## src/hdl/sba_pkg.sv

```systemverilog
// Shared types, codes and constants of the sparse backprojection accumulator.
package sba_pkg;

    localparam int SBA_MAX_PIXELS = 65536;

    localparam int SBA_IDX_W  = 17;
    localparam int SBA_W_W    = 16;
    localparam int SBA_P_W    = 24;
    localparam int SBA_SUM_W  = 48;
    localparam int SBA_PROD_W = SBA_W_W + 1 + SBA_P_W;
    localparam int SBA_ST_W   = 2;

    localparam logic [SBA_IDX_W-1:0] SBA_PIXELS_RESET = 17'd65536;

    localparam logic CMD_ACCUM = 1'b0;
    localparam logic CMD_READ  = 1'b1;

    localparam logic [SBA_ST_W-1:0] ST_OK    = 2'd0;
    localparam logic [SBA_ST_W-1:0] ST_RANGE = 2'd1;
    localparam logic [SBA_ST_W-1:0] ST_SAT   = 2'd2;

    typedef struct packed {
        logic                        cmd;
        logic [SBA_IDX_W-1:0]        pixel_index;
        logic [SBA_W_W-1:0]          weight;
        logic signed [SBA_P_W-1:0]   proj_value;
    } sba_in_t;

    typedef struct packed {
        logic [SBA_IDX_W-1:0]        out_index;
        logic signed [SBA_SUM_W-1:0] pixel_sum;
        logic [SBA_ST_W-1:0]         status;
    } sba_out_t;

    typedef enum logic [2:0] {
        S_CLEAR,
        S_IDLE,
        S_LOOKUP,
        S_ADD,
        S_WRITE
    } sba_state_t;

    // controller -> datapath
    typedef struct packed {
        logic clear_step;
        logic load_item;
        logic calc_en;
        logic wb_en;
        logic load_out;
    } sba_cmd_t;

    // datapath -> controller
    typedef struct packed {
        logic clear_last;
    } sba_stat_t;

endpackage

```

## src/hdl/sba_ctrl.sv

```systemverilog
// Controller: clearing sweep, per-item sequence and output register handshake.
module sba_ctrl (
    input  logic               clk,
    input  logic               rst_n,
    input  logic               in_valid,
    output logic               in_stall,
    output logic               out_valid,
    input  logic               out_stall,
    input  sba_pkg::sba_stat_t stat,
    output sba_pkg::sba_cmd_t  cmd
);
    import sba_pkg::*;

    sba_state_t state_reg, state_next;
    logic       out_valid_reg, out_valid_next;
    logic       accept;
    logic       out_free;

    always_ff @(posedge clk or negedge rst_n)
    begin
        if (!rst_n)
        begin
            state_reg     <= S_CLEAR;
            out_valid_reg <= 1'b0;
        end
        else
        begin
            state_reg     <= state_next;
            out_valid_reg <= out_valid_next;
        end
    end

    assign in_stall  = (state_reg != S_IDLE);
    assign accept    = in_valid && !in_stall;
    assign out_free  = !out_valid_reg || !out_stall;
    assign out_valid = out_valid_reg;

    always_comb
    begin
        state_next = state_reg;
        cmd        = '0;
        unique case (state_reg)
            S_CLEAR:
            begin
                cmd.clear_step = 1'b1;
                if (stat.clear_last)
                begin
                    state_next = S_IDLE;
                end
            end
            S_IDLE:
            begin
                if (accept)
                begin
                    cmd.load_item = 1'b1;
                    state_next    = S_LOOKUP;
                end
            end
            S_LOOKUP:
            begin
                state_next = S_ADD;
            end
            S_ADD:
            begin
                cmd.calc_en = 1'b1;
                state_next  = S_WRITE;
            end
            S_WRITE:
            begin
                // write-back repeats harmlessly while the result waits
                cmd.wb_en = 1'b1;
                if (out_free)
                begin
                    cmd.load_out = 1'b1;
                    state_next   = S_IDLE;
                end
            end
            default:
            begin
                state_next = S_CLEAR;
            end
        endcase
    end

    always_comb
    begin
        out_valid_next = out_valid_reg;
        if (cmd.load_out)
        begin
            out_valid_next = 1'b1;
        end
        else if (!out_stall)
        begin
            out_valid_next = 1'b0;
        end
    end

    a_rise_from_write: assert property (@(posedge clk) disable iff (!rst_n)
        $rose(out_valid_reg) |-> $past(state_reg == S_WRITE))
        else $error("result appeared outside write-back");

    a_accept_to_lookup: assert property (@(posedge clk) disable iff (!rst_n)
        accept |=> (state_reg == S_LOOKUP))
        else $error("accepted item did not start lookup");

    a_clear_done: assert property (@(posedge clk) disable iff (!rst_n)
        (state_reg == S_CLEAR) && stat.clear_last |=> (state_reg == S_IDLE))
        else $error("clearing sweep did not end");

    a_fell_taken: assert property (@(posedge clk) disable iff (!rst_n)
        $fell(out_valid_reg) |-> $past(!out_stall))
        else $error("result dropped while stalled");

    a_no_load_busy: assert property (@(posedge clk) disable iff (!rst_n)
        cmd.load_out |-> out_free)
        else $error("output overwritten while held");

endmodule

```

## config.mk

```make
export PLATFORM = sky130hd
export DESIGN_NAME = sba_ctrl
export DESIGN_NICKNAME = d
export VERILOG_FILES = /design/src/hdl/sba_pkg.sv /design/src/hdl/sba_ctrl.sv
export SDC_FILE = /design/constraint.sdc
export NUM_CORES = 1
export LEC_CHECK = 0
export ABC_AREA = 1
export BUFFER_PORTS_ARGS = -buffer_cell sky130_fd_sc_hd__buf_4
export CAP_MARGIN = 20
export CORE_AREA = 2 2 39 41
export CTS_CLUSTER_SIZE = 14
export DETAILED_ROUTE_END_ITERATION = 8
export DIE_AREA = 0 0 41 43
export PLACE_DENSITY = 0.37
export SYNTH_ARGS = -nofsm -noshare
export SYNTH_HDL_FRONTEND = slang
export SYNTH_SLANG_ARGS = --single-unit
```

## constraint.sdc

```tcl
create_clock -name clk -period 3.4 [get_ports clk]
set_clock_uncertainty 0.1 [all_clocks]
set_input_delay 0.68 -clock clk [delete_from_list [all_inputs] [get_ports clk]]
set_output_delay 0.68 -clock clk [all_outputs]
set_load 0.05 [all_outputs]
```

* Yosys cells after proc, flatten, opt, wreduce, memory -nomap -nowiden
Index checks and enable logic that the tools add are counted.
** Storage, ports and cells
- Output and inout bits :: 7
- Word-level logic and storage cells :: 30
- Input bits :: 5
- Register bits after elaboration :: 4
** Operators by class
- Reductions and logical operators :: 7
- Mux-type cells :: 12
- Equality and inequality tests :: 9
** Operator list (count)
- case mux 3 bit (5 select lines) :: 1
- 2-to-1 mux 3 bit :: 3
- 2-to-1 mux 1 bit :: 7
- == test 3 x 2 -> 1 bit (second input constant) :: 2
- != test 2 bit (second input constant) :: 3
- == test 3 x 1 -> 1 bit (second input constant) :: 1
- == test 3 bit (second input constant) :: 1
- zero test 1 bit :: 3
- zero test 3 bit :: 1
- != test 3 x 1 -> 1 bit (second input constant) :: 1
- AND reduction 3 bit :: 1
- 2-to-1 mux 2 bit :: 1
- != test 2 x 1 -> 1 bit (second input constant) :: 1
- logical AND 1 bit :: 1
- logical OR 1 bit :: 1

* Logic depth before layout (Yosys ltp)
- Depth after elaboration :: 5
- Gate-level depth with buffers :: 5
- Depth with buffers taken out :: 5

* Least setup slack after synthesis
No wires, ideal clock.
- Path type :: register -> output
- Start point :: reg state_reg[2]
- End point :: out cmd[3] (netlist bit)
- Data arrival time :: 1.661 ns
- Path buffers :: 0
- Cell stages (with the launch flop) :: 4
- Required time :: 2.620 ns
- Setup slack :: 0.959 ns
- Cells stage by stage :: dfrtp_1 > nor2_2 > nand2_1 > nor2_1
** RTL lines
- from (decl) :: line sba_ctrl.sv:14 : sba_state_t state_reg, state_next;
- from (signal assigned) :: line sba_ctrl.sv:28 : state_reg <= state_next;
- to (decl) :: line sba_ctrl.sv:10 : output sba_pkg::sba_cmd_t cmd

==> results_tabular.tex <==
\begin{tabular}{lr}
\hline
Metric & Value \\
\hline
\multicolumn{2}{l}{\textbf{STA}} \\
\quad Fmax & between 0.4 and 0.5 GHz \\
\quad Final Hold Vio Count & 0 \\
\quad Total negative slack for setup checks & 0 ps \\
\quad Setup repair after global routing missed its margin & no \\
\quad Actual slew at the worst max-slew pin & roughly 250 ps \\
\quad Final Critical Period & 2010 ps \\
\quad Count of final setup violators & 0 \\
\quad Relative max-transition margin & between 80 and 90\% \\
\quad Final-report max-slew violation count & 0 \\
\quad Post-route fraction of the period consumed by the critical path & 59.1\% \\
\multicolumn{2}{l}{\textbf{Synthesis}} \\
\quad Syn avg cell area & around 7.3 um2 \\
\quad Post-synthesis cell type with the largest combined area & dfrtp\_1 \\
\quad Post-synthesis sequential area ratio & approximately 40\% \\
\quad Cell types occupying the most area after synthesis & dfrtp\_1, inv\_1, nand2\_1, nand3\_2, nor2\_2 \\
\quad Area share of the largest cell type after synthesis & approximately 40\% \\
\quad Seq cells post-synth & 4 \\
\quad Number of cells produced by synthesis & 34 \\
\quad Unique masters post-synth & 11 \\
\quad Post-synth net total & 39 \\
\quad Synthesis Warnings & 0 \\
\quad Mapped cell area & 248 um2 \\
\multicolumn{2}{l}{\textbf{Worst setup path}} \\
\quad Slowest Stage Delay on Critical Path & between 400 and 500 ps \\
\quad Crit path kind & reg -> out \\
\quad Number of buffers and inverters on the critical path & 1 \\
\quad Critical path capture point type & primary output \\
\quad CP Data Arrival Time & $\sim$1200 ps \\
\quad Critical path cell sequence & nor2\_2 -> nand2\_1 -> nor2\_1 -> buf\_4 \\
\quad Required time of the critical path & 2620 ps \\
\quad Slowest CP cell & dfrtp\_1 \\
\quad Kind of cell with the highest combined delay on the critical path & flip-flops \\
\quad Maximum fanout along the worst path & 7 \\
\quad Launching element type of the critical path & flop \\
\multicolumn{2}{l}{\textbf{Run status}} \\
\quad Status & completed \\
\multicolumn{2}{l}{\textbf{Routing}} \\
\quad WL/cell & slightly above 8 um \\
\quad First drt pass iteration count & 2 \\
\quad Residual DRC count & 0 \\
\quad Final routed wirelength across all metal layers & 520 um \\
\quad Detail-routed via count per cell & $\sim$4 \\
\quad Via total after detailed routing & roughly 250 \\
\quad Post-detailed-route count of antenna-violating nets & 0 \\
\quad Drt initial violations & 1 \\
\multicolumn{2}{l}{\textbf{Clock network}} \\
\quad Clock sink count & 4 \\
\quad Worst-Skew Late Latency & between 200 and 250 ps \\
\quad Post\_cts resized & 0 \\
\quad CTS hold repair buffers & 0 \\
\quad Clock tree from TritonCTS & built \\
\quad Post CTS Setup Buffer Count & 0 \\
\quad Clock-pin slew reported for the worst setup and hold paths after clock tree synthesis & roughly 40 ps \\
\quad CTS Buf Count & 3 \\
\quad H-tree levels & 1 \\
\quad Clock tree root driver cell & clkbuf\_4 \\
\quad Clock buffer depth & 2 \\
\multicolumn{2}{l}{\textbf{Min path}} \\
\quad Hold Path Class & in -> async \\
\multicolumn{2}{l}{\textbf{Placement}} \\
\quad Number of buffers inserted by port buffering & 11 \\
\quad Final weighted congestion of routability-driven global placement & $\sim$0.66 \\
\quad HPWL Detailed & around 430 um \\
\multicolumn{2}{l}{\textbf{Job}} \\
\quad Max-capacitance violation count & 0 \\
\multicolumn{2}{l}{\textbf{Global route}} \\
\quad Number of antenna violations at the first check in global routing & 0 \\
\quad Met1 capacity usage during global routing & 6.45\% \\
\quad Global routing met3 resource utilization & roughly 6.3\% \\
\quad Global-route wire length before repair & around 780 um \\
\quad Overflow after GRT & 0 \\
\quad Global-route total usage across every layer & $\sim$7.5\% \\
\quad Number of global-route vias before repair & 201 \\
\quad Met2 layer usage reported by global route & about a tenth \\
\quad Most Used Layer, Global Route & met2 \\
\quad Maximum number of pins on one net before global-route repair & 8 \\
\multicolumn{2}{l}{\textbf{Finish}} \\
\quad Share of final-layout standard cells stronger than drive strength 1 & 46.8\% \\
\quad Antenna cells & 0 \\
\quad Nets & 54 \\
\quad Layout-stage area growth over the synthesis result & 47.5\% \\
\quad Max reg flops & 3 \\
\multicolumn{2}{l}{\textbf{Floorplanning}} \\
\quad Die ar. & between 0.0015 and 0.002 mm2 \\
\quad Die span in y & 43 um \\
\quad Effective utilization at floorplan & about 18\% \\
\quad Die outline width & between 40 and 50 um \\
\quad Number of cell rows & 14 \\
\quad Core footprint & approximately 0.0014 mm2 \\
\quad IO Count & 12 \\
\hline
\end{tabular}
-- cell type report --
class	count	area [um2]
Tap cell	16	20.0
Fill cell	163	1020
Multi-Input combinational cell	21	110
Timing Repair Buffer	11	82.6
Clock buffer	3	22.5
Sequential cell	4	100
Inverter	8	30.0
-- cells in the mapped netlist (all sizes together) --
| master | number |
|---|---|
| nand2 | 6 |
| buf | 1 |
| inv | 8 |
| nand3 | 5 |
| nor2 | 7 |
| o21ai | 2 |
| dfrtp | 4 |
| a21oi | 1 |
-- cell families after synthesis --
| family | Yosys count | synth area share, % |
|---|---|---|
| AO/OA/AOI/OAI | 3 | 7.58 |
| buffers and inverters | 9 | 15.2 |
| flip-flops | 4 | 40.4 |
| AND/OR/NAND/NOR | 18 | 36.9 |
-- routing by layer --
layer / routed length [um] / vias to the layer above / share of wire [%]
met4: 29 / 0 / 5.6
met1: 189 / 109 / 36
met5: 0 / - / 0
met3: 63 / 4 / 12
met2: 237 / 10 / 46
li1: - / 130 / -
-- metrics by stage --
step	util [%]	setup WS, ps	cells	hold WS, ps	cell area [um2]
finish	26.4	1390	63	123	365
CTS	26.4	1370	63	119	365
detailed placement	24.8	1420	60	378	343
floorplan	-	959	34	284	248
global placement	24.8	1410	60	379	343
global route	26.4	1300	63	122	365
-- path summary, 6_finish.rpt --
| path | startpoint | end | slack, ps | depth (start not counted) |
|---|---|---|---|---|
| worst min register to register | out_valid | out_valid | 400 | 2 |
| worst max-delay path | state_reg[2] | cmd[3] | 1390 | 4 |
| worst min-delay path | rst_n | out_valid | 120 | 1 |
| max in group asynchronous | rst_n | state_reg[1] | 2970 | 1 |
| min in group clk | out_valid | out_valid | 400 | 2 |
| worst max register to register | state_reg[1] | state_reg[1] | 2280 | 4 |
-- cell usage in the layout, fill, tap and decap left out --
cell type,instances
nor2_2,3
o21ai_1,2
nand3_1,3
inv_2,2
nor2_1,4
inv_1,6
dfrtp_1,4
nand2_1,6
a21oi_2,1
clkbuf_4,3
nand3_2,2
buf_4,11
-- worst register-to-register path: stages (launching register included) --
cell,delay [ps]
dfrtp_1,380
nor2_2,190
nand3_1,160
nand3_1,130
nor2_2,40
Power is not shown: default switching activity piles up to over one toggle a cycle in this logic, so the estimate is an artifact.
